===== config.mk =====
export PLATFORM = sky130hd
export DESIGN_NAME = patchy_pair_energy_core
export DESIGN_NICKNAME = d
export VERILOG_FILES = /design/src/hw/rtl/ppe_pkg.sv /design/src/hw/rtl/ppe_sqrt.sv /design/src/hw/rtl/ppe_eval.sv /design/src/hw/rtl/patchy_pair_energy_core.sv
export SDC_FILE = /design/constraint.sdc
export NUM_CORES = 2
export LEC_CHECK = 0
export ABC_AREA = 1
export CORE_ASPECT_RATIO = 0.9
export CORE_MARGIN = 1.5
export CORE_UTILIZATION = 51
export DETAILED_ROUTE_END_ITERATION = 7
export DONT_BUFFER_PORTS = 1
export MAX_ROUTING_LAYER = met4
export PLACE_DENSITY = 0.81
export SYNTH_ARGS = -nofsm -noshare
export SYNTH_HDL_FRONTEND = slang
export SYNTH_HIERARCHICAL = 1
export SYNTH_SLANG_ARGS = --single-unit

===== constraint.sdc =====
create_clock -name clk -period 10.9 [get_ports clk]
set_input_delay 0.545 -clock clk [delete_from_list [all_inputs] [get_ports clk]]
set_output_delay 0.545 -clock clk [all_outputs]
set_load 0.1 [all_outputs]

===== src/hw/rtl/ppe_pkg.sv =====
package ppe_pkg;

  // input vector layout
  localparam int COMP_W   = 16;
  localparam int NUM_COMP = 3;
  localparam int SEP_W    = COMP_W * NUM_COMP;

  // square root datapath
  localparam int RAD_W  = 2 * COMP_W;
  localparam int ROOT_W = RAD_W / 2;
  localparam int REM_W  = ROOT_W + 2;

  // distance in Q.16, wide enough for the smallest coordinate fraction
  localparam int V_FRAC = 16;
  localparam int R_W    = ROOT_W + 8;
  localparam int BND_W  = R_W + 2;
  localparam int MAG_W  = 16;

  // shared multiplier of the evaluator
  localparam int MULA_W = 32;
  localparam int MULB_W = 19;
  localparam int PROD_W = MULA_W + MULB_W;

  // potential values and terms
  localparam int V_W     = V_FRAC + 1;
  localparam int T_W     = V_W + 5;
  localparam int TMAG_W  = T_W - 1;
  localparam int SCALE_W = 16;
  localparam int SUM_W   = 32;
  localparam int TERM_W  = 32;

  localparam logic [SCALE_W-1:0] SCALE_RESET = SCALE_W'(256);

  localparam int SHIFT_CENTER = 9;
  localparam int SHIFT_PATCH  = 8;

  // item kinds
  localparam logic CMD_CENTER = 1'b0;
  localparam logic CMD_PATCH  = 1'b1;

  // shape constants in Q.16, the a coefficients are plain integers
  localparam int C_DS_CORE = 55706;
  localparam int C_DC_WIDE = 77101;
  localparam int C_X0_ISO  = 26214;
  localparam int C_DS_ATT  = 6554;
  localparam int C_DC_ATT  = 32768;
  localparam int C_B_WIDE  = 170630;
  localparam int C_B_ATT   = 327680;
  localparam int C_A_WIDE  = 1;
  localparam int C_A_ATT   = 20;

  typedef enum logic [1:0] {
    SH_REP,
    SH_ISO,
    SH_ATT
  } shape_t;

  typedef enum logic [1:0] {
    RG_NONE,
    RG_CORE,
    RG_SHLO,
    RG_SHHI
  } region_t;

  typedef struct packed {
    logic signed [BND_W-1:0] x0;
    logic signed [BND_W-1:0] ds;
    logic signed [BND_W-1:0] dc;
    logic [MULB_W-1:0]       a;
    logic [MULB_W-1:0]       b;
  } shape_par_t;

  typedef struct packed {
    logic             start;
    logic [RAD_W-1:0] rad;
  } sqrt_req_t;

  typedef struct packed {
    logic              done;
    logic [ROOT_W-1:0] root;
  } sqrt_rsp_t;

  typedef struct packed {
    logic               start;
    logic               cmd;
    logic [R_W-1:0]     r;
    logic [SCALE_W-1:0] scale;
  } eval_req_t;

  typedef struct packed {
    logic                     done;
    logic signed [TERM_W-1:0] term;
  } eval_rsp_t;

  function automatic shape_par_t shape_par(shape_t s);
    shape_par_t p;
    unique case (s)
      SH_ISO: begin
        p.x0 = BND_W'(C_X0_ISO);
        p.ds = BND_W'(C_DS_CORE);
        p.dc = BND_W'(C_DC_WIDE);
        p.a  = MULB_W'(C_A_WIDE);
        p.b  = MULB_W'(C_B_WIDE);
      end
      SH_ATT: begin
        p.x0 = BND_W'(0);
        p.ds = BND_W'(C_DS_ATT);
        p.dc = BND_W'(C_DC_ATT);
        p.a  = MULB_W'(C_A_ATT);
        p.b  = MULB_W'(C_B_ATT);
      end
      default: begin
        p.x0 = BND_W'(0);
        p.ds = BND_W'(C_DS_CORE);
        p.dc = BND_W'(C_DC_WIDE);
        p.a  = MULB_W'(C_A_WIDE);
        p.b  = MULB_W'(C_B_WIDE);
      end
    endcase
    return p;
  endfunction

endpackage


===== src/hw/rtl/ppe_sqrt.sv =====
module ppe_sqrt (
  input  logic              clk,
  input  logic              rst,
  input  ppe_pkg::sqrt_req_t req,
  output ppe_pkg::sqrt_rsp_t rsp
);
  import ppe_pkg::*;

  localparam int CNT_W = $clog2(ROOT_W);

  logic              busy;
  logic [CNT_W-1:0]  cnt;
  logic [RAD_W-1:0]  rad_sr;
  logic [REM_W-1:0]  rem;
  logic [ROOT_W-1:0] root;
  logic              done;

  logic [REM_W-1:0] rem_sh;
  logic [REM_W-1:0] trial;
  logic             fits;

  // two radicand bits in, one root bit out per cycle
  assign rem_sh = {rem[ROOT_W-1:0], rad_sr[RAD_W-1 -: 2]};
  assign trial  = {root, 2'b01};
  assign fits   = (rem_sh >= trial);

  always_ff @(posedge clk) begin
    done <= !rst && !req.start && busy && (cnt == CNT_W'(ROOT_W - 1));
    if (rst) begin
      busy <= 1'b0;
      cnt  <= '0;
    end else if (req.start) begin
      busy   <= 1'b1;
      cnt    <= '0;
      rad_sr <= req.rad;
      rem    <= '0;
      root   <= '0;
    end else if (busy) begin
      rad_sr <= rad_sr << 2;
      if (fits) begin
        rem  <= rem_sh - trial;
        root <= {root[ROOT_W-2:0], 1'b1};
      end else begin
        rem  <= rem_sh;
        root <= {root[ROOT_W-2:0], 1'b0};
      end
      cnt <= cnt + CNT_W'(1);
      if (cnt == CNT_W'(ROOT_W - 1)) begin
        busy <= 1'b0;
      end
    end
  end

  assign rsp.done = done;
  assign rsp.root = root;

endmodule


===== src/hw/rtl/ppe_eval.sv =====
module ppe_eval (
  input  logic              clk,
  input  logic              rst,
  input  ppe_pkg::eval_req_t req,
  output ppe_pkg::eval_rsp_t rsp
);
  import ppe_pkg::*;

  typedef enum logic [2:0] {
    E_IDLE,
    E_SQ,
    E_CO,
    E_VAL,
    E_SC,
    E_RND
  } state_t;

  localparam logic [V_W-1:0] V_ONE = V_W'(1) << V_FRAC;

  state_t                   state;
  shape_t                   shape_q;
  region_t                  region_q;
  logic [R_W-1:0]           r_q;
  logic [PROD_W-1:0]        prod;
  logic [V_W-1:0]           vrep;
  logic [TMAG_W-1:0]        tmag;
  logic                     tneg;
  logic                     shift9;
  logic                     done;
  logic signed [TERM_W-1:0] term;

  shape_par_t              par;
  logic signed [BND_W-1:0] rs;
  logic signed [BND_W-1:0] lo_core, hi_core, lo_sh, hi_sh;
  logic signed [BND_W-1:0] ref_pt, diff, absd;
  region_t                 region;
  logic [MAG_W-1:0]        mag;
  logic [MULA_W-1:0]       mul_a;
  logic [MULB_W-1:0]       mul_b;
  logic [PROD_W:0]         core_sum, sh_sum, rnd;
  logic [V_W-1:0]          v;
  logic signed [T_W-1:0]   tsum;
  logic [PROD_W:0]         q;
  logic [TERM_W-2:0]       qv;

  // region of the current shape, all bounds strict
  always_comb begin
    par     = shape_par(shape_q);
    rs      = signed'(BND_W'(r_q));
    lo_core = par.x0 - par.ds;
    hi_core = par.x0 + par.ds;
    lo_sh   = par.x0 - par.dc;
    hi_sh   = par.x0 + par.dc;
    if (rs > lo_core && rs < hi_core) begin
      region = RG_CORE;
      ref_pt = par.x0;
    end else if (rs > lo_sh && rs < lo_core) begin
      region = RG_SHLO;
      ref_pt = lo_sh;
    end else if (rs > hi_core && rs < hi_sh) begin
      region = RG_SHHI;
      ref_pt = hi_sh;
    end else begin
      region = RG_NONE;
      ref_pt = rs;
    end
    diff = rs - ref_pt;
    absd = diff[BND_W-1] ? -diff : diff;
    mag  = absd[MAG_W-1:0];
  end

  // shared multiplier operands
  always_comb begin
    case (state)
      E_SQ: begin
        mul_a = MULA_W'(mag);
        mul_b = MULB_W'(mag);
      end
      E_CO: begin
        mul_a = prod[MULA_W-1:0];
        mul_b = (region_q == RG_CORE) ? par.a : par.b;
      end
      E_SC: begin
        mul_a = MULA_W'(tmag);
        mul_b = MULB_W'(req.scale);
      end
      default: begin
        mul_a = '0;
        mul_b = '0;
      end
    endcase
  end

  // shape value from coefficient times square, center sum and rounded term
  always_comb begin
    core_sum = {1'b0, prod} + ((PROD_W+1)'(1) << (V_FRAC - 1));
    sh_sum   = {1'b0, prod} + ((PROD_W+1)'(1) << (2*V_FRAC - 1));
    case (region_q)
      RG_CORE:          v = V_ONE - core_sum[V_FRAC +: V_W];
      RG_SHLO, RG_SHHI: v = sh_sum[2*V_FRAC +: V_W];
      default:          v = '0;
    endcase
    tsum = signed'(T_W'({vrep, 3'b000})) + signed'(T_W'({vrep, 1'b0}))
           - signed'(T_W'(v));
    rnd  = {1'b0, prod} + (shift9 ? ((PROD_W+1)'(1) << (SHIFT_CENTER - 1))
                                  : ((PROD_W+1)'(1) << (SHIFT_PATCH - 1)));
    q    = shift9 ? (rnd >> SHIFT_CENTER) : (rnd >> SHIFT_PATCH);
    qv   = q[TERM_W-2:0];
  end

  always_ff @(posedge clk) begin
    done <= !rst && (state == E_RND);
    if (state != E_IDLE) begin
      prod <= PROD_W'(mul_a) * PROD_W'(mul_b);
    end
    if (rst) begin
      state <= E_IDLE;
    end else begin
      unique case (state)
        E_IDLE: begin
          if (req.start) begin
            r_q     <= req.r;
            shape_q <= (req.cmd == CMD_PATCH) ? SH_ATT : SH_REP;
            state   <= E_SQ;
          end
        end
        E_SQ: begin
          region_q <= region;
          state    <= E_CO;
        end
        E_CO: begin
          state <= E_VAL;
        end
        E_VAL: begin
          unique case (shape_q)
            SH_REP: begin
              vrep    <= v;
              shape_q <= SH_ISO;
              state   <= E_SQ;
            end
            SH_ISO: begin
              tneg   <= tsum[T_W-1];
              tmag   <= tsum[T_W-1] ? TMAG_W'(-tsum) : TMAG_W'(tsum);
              shift9 <= 1'b1;
              state  <= E_SC;
            end
            default: begin
              tneg   <= (v != '0);
              tmag   <= TMAG_W'(v);
              shift9 <= 1'b0;
              state  <= E_SC;
            end
          endcase
        end
        E_SC: begin
          state <= E_RND;
        end
        E_RND: begin
          term  <= tneg ? -signed'({1'b0, qv}) : signed'({1'b0, qv});
          state <= E_IDLE;
        end
        default: state <= E_IDLE;
      endcase
    end
  end

  assign rsp.done = done;
  assign rsp.term = term;

endmodule


===== src/hw/rtl/patchy_pair_energy_core.sv =====
// Pair energy of a patchy particle model. Each input transaction carries one
// separation vector (Q4.12 by default, COORD_FRAC_BITS fraction bits) and a
// kind bit in tuser: center (0) adds scale*(5*Vrep - 0.5*Viso), patch (1) adds
// -scale*Vatt, where each V is a piecewise quadratic well of the distance r
// with strict region bounds. energy_scale (unsigned Q8.8, reset 1.0) is
// written through cfg_we/cfg_wdata; the user must write it only while the
// core is idle, the core itself does not enforce this. The running total
// saturates to the signed 32-bit range on every addition; the transaction
// with tlast set emits the total (signed Q16.16) and clears it. Each vector
// goes through these steps before the next one can be taken: acceptance,
// summing the squared components on one 16x16 multiplier, loading the root
// unit, the bit-serial square root (one root bit per cycle), handing the
// root over, the evaluator on its shared multiplier, then taking the term
// and accumulating it. A finished total sits in the output register while
// the next vector is already being worked on; only a second total waits
// for it to be taken.
module patchy_pair_energy_core #(
  parameter int COORD_FRAC_BITS = 12
) (
  input  logic                             clk,
  input  logic                             rst,
  // configuration: energy_scale
  input  logic                             cfg_we,
  input  logic [ppe_pkg::SCALE_W-1:0]      cfg_wdata,
  // input vectors
  input  logic                             s_axis_tvalid,
  output logic                             s_axis_tready,
  input  logic [ppe_pkg::SEP_W-1:0]        s_axis_tdata,  // sep_x, sep_y, sep_z
  input  logic                             s_axis_tuser,  // cmd
  input  logic                             s_axis_tlast,  // last
  // pair totals
  output logic                             m_axis_tvalid,
  input  logic                             m_axis_tready,
  output logic [ppe_pkg::SUM_W-1:0]        m_axis_tdata   // total_energy
);
  import ppe_pkg::*;

  typedef enum logic [2:0] {
    ST_IDLE,
    ST_SQ,
    ST_ROOT,
    ST_EVAL,
    ST_ACC
  } state_t;

  // root has COORD_FRAC_BITS fraction bits, the evaluator works in Q.16
  localparam int RootShift = V_FRAC - COORD_FRAC_BITS;
  localparam int CompCntW  = $clog2(NUM_COMP);

  localparam logic signed [SUM_W+1:0] SumMax = {3'b000, {(SUM_W-1){1'b1}}};
  localparam logic signed [SUM_W+1:0] SumMin = {3'b111, {(SUM_W-1){1'b0}}};

  state_t                   state;
  logic [SCALE_W-1:0]       scale;
  logic                     cmd_q;
  logic                     last_q;
  logic [SEP_W-1:0]         comp_sr;
  logic [CompCntW-1:0]      comp_cnt;
  logic [RAD_W-1:0]         rad_acc;
  logic                     sqrt_start;
  logic                     eval_start;
  logic [R_W-1:0]           r;
  logic signed [TERM_W-1:0] term_q;
  logic signed [SUM_W-1:0]  energy_sum;
  logic                     out_valid;
  logic [SUM_W-1:0]         out_data;

  logic signed [COMP_W-1:0]   comp;
  logic signed [2*COMP_W-1:0] comp_sq;
  logic signed [SUM_W+1:0]    sum_wide;
  logic signed [SUM_W-1:0]    sum_sat;
  logic                       out_free;

  sqrt_req_t sqrt_req;
  sqrt_rsp_t sqrt_rsp;
  eval_req_t eval_req;
  eval_rsp_t eval_rsp;

  // one component squared per cycle, lowest field first
  assign comp    = signed'(comp_sr[COMP_W-1:0]);
  assign comp_sq = comp * comp;

  // saturating accumulate of the registered term
  always_comb begin
    sum_wide = signed'((SUM_W+2)'(energy_sum)) + signed'((SUM_W+2)'(term_q));
    if (sum_wide > SumMax) begin
      sum_sat = SumMax[SUM_W-1:0];
    end else if (sum_wide < SumMin) begin
      sum_sat = SumMin[SUM_W-1:0];
    end else begin
      sum_sat = sum_wide[SUM_W-1:0];
    end
  end

  assign out_free = !out_valid || m_axis_tready;

  assign sqrt_req.start = sqrt_start;
  assign sqrt_req.rad   = rad_acc;

  ppe_sqrt u_sqrt (
    .clk (clk),
    .rst (rst),
    .req (sqrt_req),
    .rsp (sqrt_rsp)
  );

  assign eval_req.start = eval_start;
  assign eval_req.cmd   = cmd_q;
  assign eval_req.r     = r;
  assign eval_req.scale = scale;

  ppe_eval u_eval (
    .clk (clk),
    .rst (rst),
    .req (eval_req),
    .rsp (eval_rsp)
  );

  // configuration register
  always_ff @(posedge clk) begin
    if (rst) begin
      scale <= SCALE_RESET;
    end else if (cfg_we) begin
      scale <= cfg_wdata;
    end
  end

  // item sequencer, accumulator and output register
  always_ff @(posedge clk) begin
    if (rst) begin
      state      <= ST_IDLE;
      sqrt_start <= 1'b0;
      eval_start <= 1'b0;
      energy_sum <= '0;
      out_valid  <= 1'b0;
    end else begin
      // one-cycle start pulses for the root unit and the evaluator
      sqrt_start <= (state == ST_SQ) && (comp_cnt == CompCntW'(NUM_COMP - 1));
      eval_start <= (state == ST_ROOT) && sqrt_rsp.done;
      if (out_valid && m_axis_tready && !(state == ST_ACC && last_q)) begin
        out_valid <= 1'b0;
      end
      unique case (state)
        ST_IDLE: begin
          if (s_axis_tvalid) begin
            comp_sr  <= s_axis_tdata;
            cmd_q    <= s_axis_tuser;
            last_q   <= s_axis_tlast;
            rad_acc  <= '0;
            comp_cnt <= '0;
            state    <= ST_SQ;
          end
        end
        ST_SQ: begin
          rad_acc  <= rad_acc + RAD_W'(unsigned'(comp_sq));
          comp_sr  <= comp_sr >> COMP_W;
          comp_cnt <= comp_cnt + CompCntW'(1);
          if (comp_cnt == CompCntW'(NUM_COMP - 1)) begin
            state <= ST_ROOT;
          end
        end
        ST_ROOT: begin
          if (sqrt_rsp.done) begin
            r     <= R_W'(sqrt_rsp.root) << RootShift;
            state <= ST_EVAL;
          end
        end
        ST_EVAL: begin
          if (eval_rsp.done) begin
            term_q <= eval_rsp.term;
            state  <= ST_ACC;
          end
        end
        ST_ACC: begin
          if (!last_q) begin
            energy_sum <= sum_sat;
            state      <= ST_IDLE;
          end else if (out_free) begin
            // total goes out, the pair starts from zero
            out_data   <= sum_sat;
            out_valid  <= 1'b1;
            energy_sum <= '0;
            state      <= ST_IDLE;
          end
        end
        default: state <= ST_IDLE;
      endcase
    end
  end

  assign s_axis_tready = (state == ST_IDLE);
  assign m_axis_tvalid = out_valid;
  assign m_axis_tdata  = out_data;

endmodule


# After elaboration in Yosys (flattened, before gate mapping)

Cells that the tools add are included.

$add $sub $neg: 19
Multiply operators: 2
Order comparisons: 9
Equality and inequality tests: 24
Muxes and demuxes: 55
Bitwise logic cells: 2
Reductions and logical operators: 41

Operator list:

| operator                 | count |
|---|---|
| $mux W32                 | 7 |
| $pmux W105 S2            | 1 |
| $pmux W32 S3             | 1 |
| $pmux W48 S2             | 1 |
| $gt A21 B26 Y1           | 3 |
| $lt A21 B26 Y1           | 3 |
| $mux W26                 | 3 |
| $mux W16                 | 4 |
| $pmux W32 S2             | 1 |
| $mux W31                 | 2 |
| $pmux W19 S3             | 1 |
| $add A16 B26 Y26         | 2 |
| $sub A16 B26 Y26         | 2 |
| $add A49 B32 Y49 const B | 1 |
| $mul A32 B19 Y49         | 1 |
| $mux W48                 | 1 |
| $pmux W21 S2             | 1 |
| $add A40 B9 Y40          | 1 |
| $pmux W17 S2             | 1 |
| $add A32 B32 Y33         | 1 |
| $add A33 B16 Y33 const B | 1 |
| $gt A33 B32 Y1 const B   | 1 |
| $lt A33 B32 Y1 const B   | 1 |
| $add A32 B32 Y32         | 1 |
| other kinds (44)         | 110 |

Register bits: 433
Input port bits: 71
Output and inout port bits: 34
Logic and storage cells: 184

# Logic depth before layout (Yosys ltp)

Depth after elaboration: 13
Gate-level depth with buffers: 68
Gate-level depth less buffers: 65

# By module

Netlist, hierarchy kept.

Modules (own cells, without submodules):

| module                  | times used | cells an instance | area an instance (sq um) | sequential area each (sq um) |
|---|---|---|---|---|
| ppe_eval                | 1          | 4407              | 33470.9                  | 4554.4 |
| patchy_pair_energy_core | 1          | 2360              | 20533.4                  | 6005.8 |
| ppe_sqrt                | 1          | 518               | 4130.2                   | 2042.0 |

# Worst setup path after synthesis

No wires, ideal clock.

Path type: register -> register
Start: register u_eval.shape_q[1]
End: register u_eval.prod[41], data pin
Arrival: 9.909 ns
Required time: 10.644 ns
Slack: 0.734 ns
Stages on the path, launching flop included: 65
Clock period less this slack: 10.166 ns
Path through: edfxtp_1 inv_1 ha_1 buf_4 inv_1 clkbuf_1 ha_1 nand2_1 nor3b_1 and3b_1 nand3_1 nand2_1 nand3_1 nand2_1 inv_1 o21ai_0 a21oi_1 ha_1 [29 not listed] fa_1 inv_1 ha_1 nand2_1 nor2_1 inv_1 nor3_1 nand4_1 nand3_1 nand2_1 o211ai_1 nand3_1 nand2_1 nand2_1 inv_1 nor2_1 nand2_1 nand2_1

Word-level cells in the longest chain between the ends: 13

RTL lines:

| element                                                 | line                           | source |
|---|---|---|
| start, declared                                         | ppe_eval.sv:21                 | `shape_t shape_q;` |
| start signal, assigned                                  | ppe_eval.sv:123                | `shape_q <= (req.cmd == CMD_PATCH) ? SH_ATT : SH_REP;` |
| $eq A2 B2 Y1 / $eq A2 B1 Y1 (equally long branches)     | ppe_pkg.sv:97                  | `unique case (s)` |
| $pmux W105 S2 *                                         | ppe_pkg.sv:97                  |  |
| $add A16 B26 Y26, on equally long branches              | ppe_eval.sv:51, ppe_eval.sv:53 |  |
| $gt A21 B26 Y1 / $lt A21 B26 Y1 (equally long branches) | ppe_eval.sv:60                 | `end else if (rs > hi_core && rs < hi_sh) begin` |
| $logic_and A1 B1 Y1                                     | ppe_eval.sv:60                 |  |
| $mux W26                                                | ppe_eval.sv:60                 |  |
| $mux W26                                                | ppe_eval.sv:57                 | `end else if (rs > lo_sh && rs < lo_core) begin` |
| $mux W26                                                | ppe_eval.sv:54                 | `if (rs > lo_core && rs < hi_core) begin` |
| $sub A21 B26 Y26                                        | ppe_eval.sv:67                 | `diff = rs - ref_pt;` |
| $neg A16 Y16                                            | ppe_eval.sv:68                 | `absd = diff[BND_W-1] ? -diff : diff;` |
| $mux W16                                                | ppe_eval.sv:68                 |  |
| $pmux W32 S3 / $pmux W19 S3 (equally long branches)     | ppe_eval.sv:74                 | `case (state)` |
| $mul A32 B19 Y49 *                                      | ppe_eval.sv:114                | `prod <= PROD_W'(mul_a) * PROD_W'(mul_b);` |
| end signal, assigned                                    | ppe_eval.sv:114                |  |
| end, declared                                           | ppe_eval.sv:24                 | `logic [PROD_W-1:0] prod;` |

Every way passes the cells marked *; elsewhere a longest branch is shown, timed or not.
A chain may end at the register's enable or synchronous reset.

# Final worst setup path

Start: register u_eval.shape_q[1]
End: register u_eval.prod[42], data pin

Same word-level chain as after synthesis.

==> flow_summary_export.csv <==
group,metric,value,unit
place,gp_congestion,1.06,
critical_path,cp_max_fo,14,
logic_synthesis,synth_edf_count,377,
hold_path,hold_class,"input pin to register",
detailed_routing,antenna_left,0,
floorplanning,core,113000,um2
finish,n_fill_cell,10197,
grt,grt_max_degree,73,
grt,track_usage,29.7,%
critical_path,slowest_stage,"fa_1",
sta,finalSetupViolations,0,
sta,fin_worst_skew,0.0248,ns
cts,insertion_delay,0.62,ns
critical_path,r2r_cells,52,
critical_path,cp.arrival,10.88,ns
logic_synthesis,yosysWarnings,6,
grt,grt-ovfl-total,0,
floorplanning,fp-row-count,117,
floorplanning,die_y,323,um
sta,relSlewSlack,18.3,%
sta,min_period_over_period,96.6,%
critical_path,rrSetupSlack,0.37,ns
detailed_routing,first_iter_violations,4657,
sta,drv_slew,0,
cts,h-tree-depth,2,
grt,grt_pass1_wl,261,mm
cts,clk_pin_slew,0.07,ns
sta,setup_slack,0.373,ns
detailed_routing,routedWlPerCell,18.4,um
finish,nets,8735,
floorplanning,initial_core_util,51.4,%
critical_path,cp.required,11.25,ns
cts,root_buffer,"clkbuf_16",
logic_synthesis,syn_inst,7285,
finish,syn_to_final_growth,9.45,%
finish,final_cell_mix,"inv_1, nand2_1, fa_1",
run_status,status,"complete, no violations",
sta,layout_min_cycle_time,10.53,ns
critical_path,reg2reg_to,"u_eval/prod[42]",
cts,clock_sinks,441,
floorplanning,die_w,359,um
flow_run,maxCapViolCount,0,
critical_path,r2r_start,"u_eval/shape_q[1]",
logic_synthesis,synth_top_area_share,27.2,%
critical_path,worstSetupPathType,"register to register",
detailed_routing,vias,47739,
place,io_buffers,0,
logic_synthesis,ys_seq_area_share,21.7,%
detailed_routing,routed_wirelength,166,mm
logic_synthesis,synth-main-ff-cell,"edfxtp_1",
finish,final_common_cell,"inv_1",
logic_synthesis,async_reset_ff_share,0,%
sta,hold_ws,0.0465,ns
sta,fmax,95.0,MHz
detailed_routing,drc,0,
logic_synthesis,synth_largest_area_cell,"fa_1",
place,preCtsSetupSlack,0.0337,ns
grt,grt_pass1_vias,47544,
sta,finalHoldViolCount,0,
critical_path,start_kind,"register",
finish,final_util,56.3,%
detailed_routing,drt_pass1_iterations,6,
logic_synthesis,syn_area,58100,um2
place,hpwl,136,mm
finish,regArea,12600,um2
floorplanning,dieArea,116000,um2
cts,cts_tree,"done",
finish,drive_above_1_share,7.96,%
sta,worst_pin_slew,1.22,ns
logic_synthesis,synthTopCellsByArea,"fa_1, edfxtp_1, nand2_1",
floorplanning,ioPinCount,105,
sta,setup-tns-final,0,ns
cts,clockBufferDepth,3,
critical_path,crit_start,"u_eval/shape_q[1]",
finish,multi_input_area,38800,um2
critical_path,cp-endpoint,"u_eval/prod[42]",
detailed_routing,viasPerCell,5.30,
grt,antenna_found_initial,5,
critical_path,slowest_delay,0.57,ns
critical_path,cp_common_cell,"nand2_1",
critical_path,crit_path_end_kind,"register",
cts,cts_buffers,46,
logic_synthesis,yosys_register_bits,441,
logic_synthesis,ys_types,72,
logic_synthesis,postSynthAreaPerCell,7.98,um2
## through the flow
step,cells,cell area (um2)
floorplan,7367,58400
global placement,8899,61200
detailed placement,8899,61200
finish,9015,63600
global route,9015,63600
CTS,8992,62800
## registers in the layout (all words and copies together) (netlist names), 2 cells and up
register         cells
u_eval/state         3
scale               16
term_q              32
rad_acc             32
u_sqrt/rad_sr       32
u_sqrt/cnt           4
u_eval/shape_q       2
u_eval/r_q          24
comp_sr             48
u_eval/tmag         21
comp_cnt             2
u_eval/region_q      2
m_axis_tdata        32
u_eval/term         32
u_sqrt/rem          16
r                   16
energy_sum          32
u_eval/prod         49
u_eval/vrep         17
u_sqrt/root         16
state                3
## cell families (layout without fill, tap and decap cells)
group	after synthesis	in the layout	synth area share, %
buffers and inverters	1978	2133	13.3
other	3	91	0.0194
xor gates and xnor gates	165	165	2.52
DFF	441	441	21.7
muxes	1	1	0.0194
and+or+nand+nor	2919	2919	21.0
adders and majority gates	1180	1180	35.6
AOI/OAI and AO/OA	598	598	5.84
## per-layer routing
layer,global-route usage (%),share of wire [%],routed length [um]
met5,-,0,0
met3,4.29,8.4,13900
met1,40.3,43,71300
met2,46.5,45,75300
met4,8.13,3.0,5000
## worst min path at each step
stage	from	end	slack, ns	cells after the start
5_1_grt	rst	energy_sum[22]	0.006	1
2_1_floorplan	u_eval/term[0]	term_q[0]	0.40	0
6_report	rst	energy_sum[27]	0.05	1
3_3_place_gp	r[5]	u_eval/r_q[5]	0.40	0
4_1_cts	rst	energy_sum[27]	0.0001	1
3_5_place_dp	u_eval/term[18]	term_q[18]	0.40	0
## critical path, delay by kind of cell (launching register included)
| family | cells | cell delay, ns |
|---|---|---|
| AOI/OAI and AO/OA | 8 | 1.55 |
| xor gates and xnor gates | 1 | 0.15 |
| adders and majority gates | 10 | 4.08 |
| buffers and inverters | 12 | 1.43 |
| DFF | 1 | 0.44 |
| and+or+nand+nor | 21 | 2.61 |
## cell usage after synthesis (8+ instances only)
library cell and instances:
nand2_1 1783, inv_1 1778, fa_1 789, nor2_1 585, ha_1 391, edfxtp_1 377, a21oi_1 264, nand3_1 252
o21ai_0 181, xor2_1 117, clkbuf_1 87, nand4_1 68, dfxtp_1 64, nand2_2 64, nor3_1 45, xnor2_1 45
nand3b_1 31, buf_4 25, buf_2 24, inv_2 23, o21bai_1 22, buf_6 21, o21a_1 19, a31oi_1 15
nor2_2 14, a211oi_1 13, a21o_1 13, nand3_2 13, nor4_1 13, nand2_4 11, or2_2 10, buf_1 9
o211ai_1 9, o21ai_1 9, o22ai_1 8
## final cells by class
class,instances,area share (%)
inverter,1808,10.7
multi-input combinational,4948,60.9
tap,1487,2.92
antenna,6,0.0236
timing repair buffer,239,3.17
clock buffer,59,2.02
clock inverter,27,0.450
sequential,441,19.8
## what timing repair did
action	4_1_cts	5_1_grt
hold endpoints to repair	10	0
setup endpoints to repair	0	36
resized for setup	0	153
hold buffers	7	0
buffers inserted	0	17
Power is left out: the tool's default activity adds up to more than one toggle a clock period on the data nets, which glitch-free logic cannot reach.
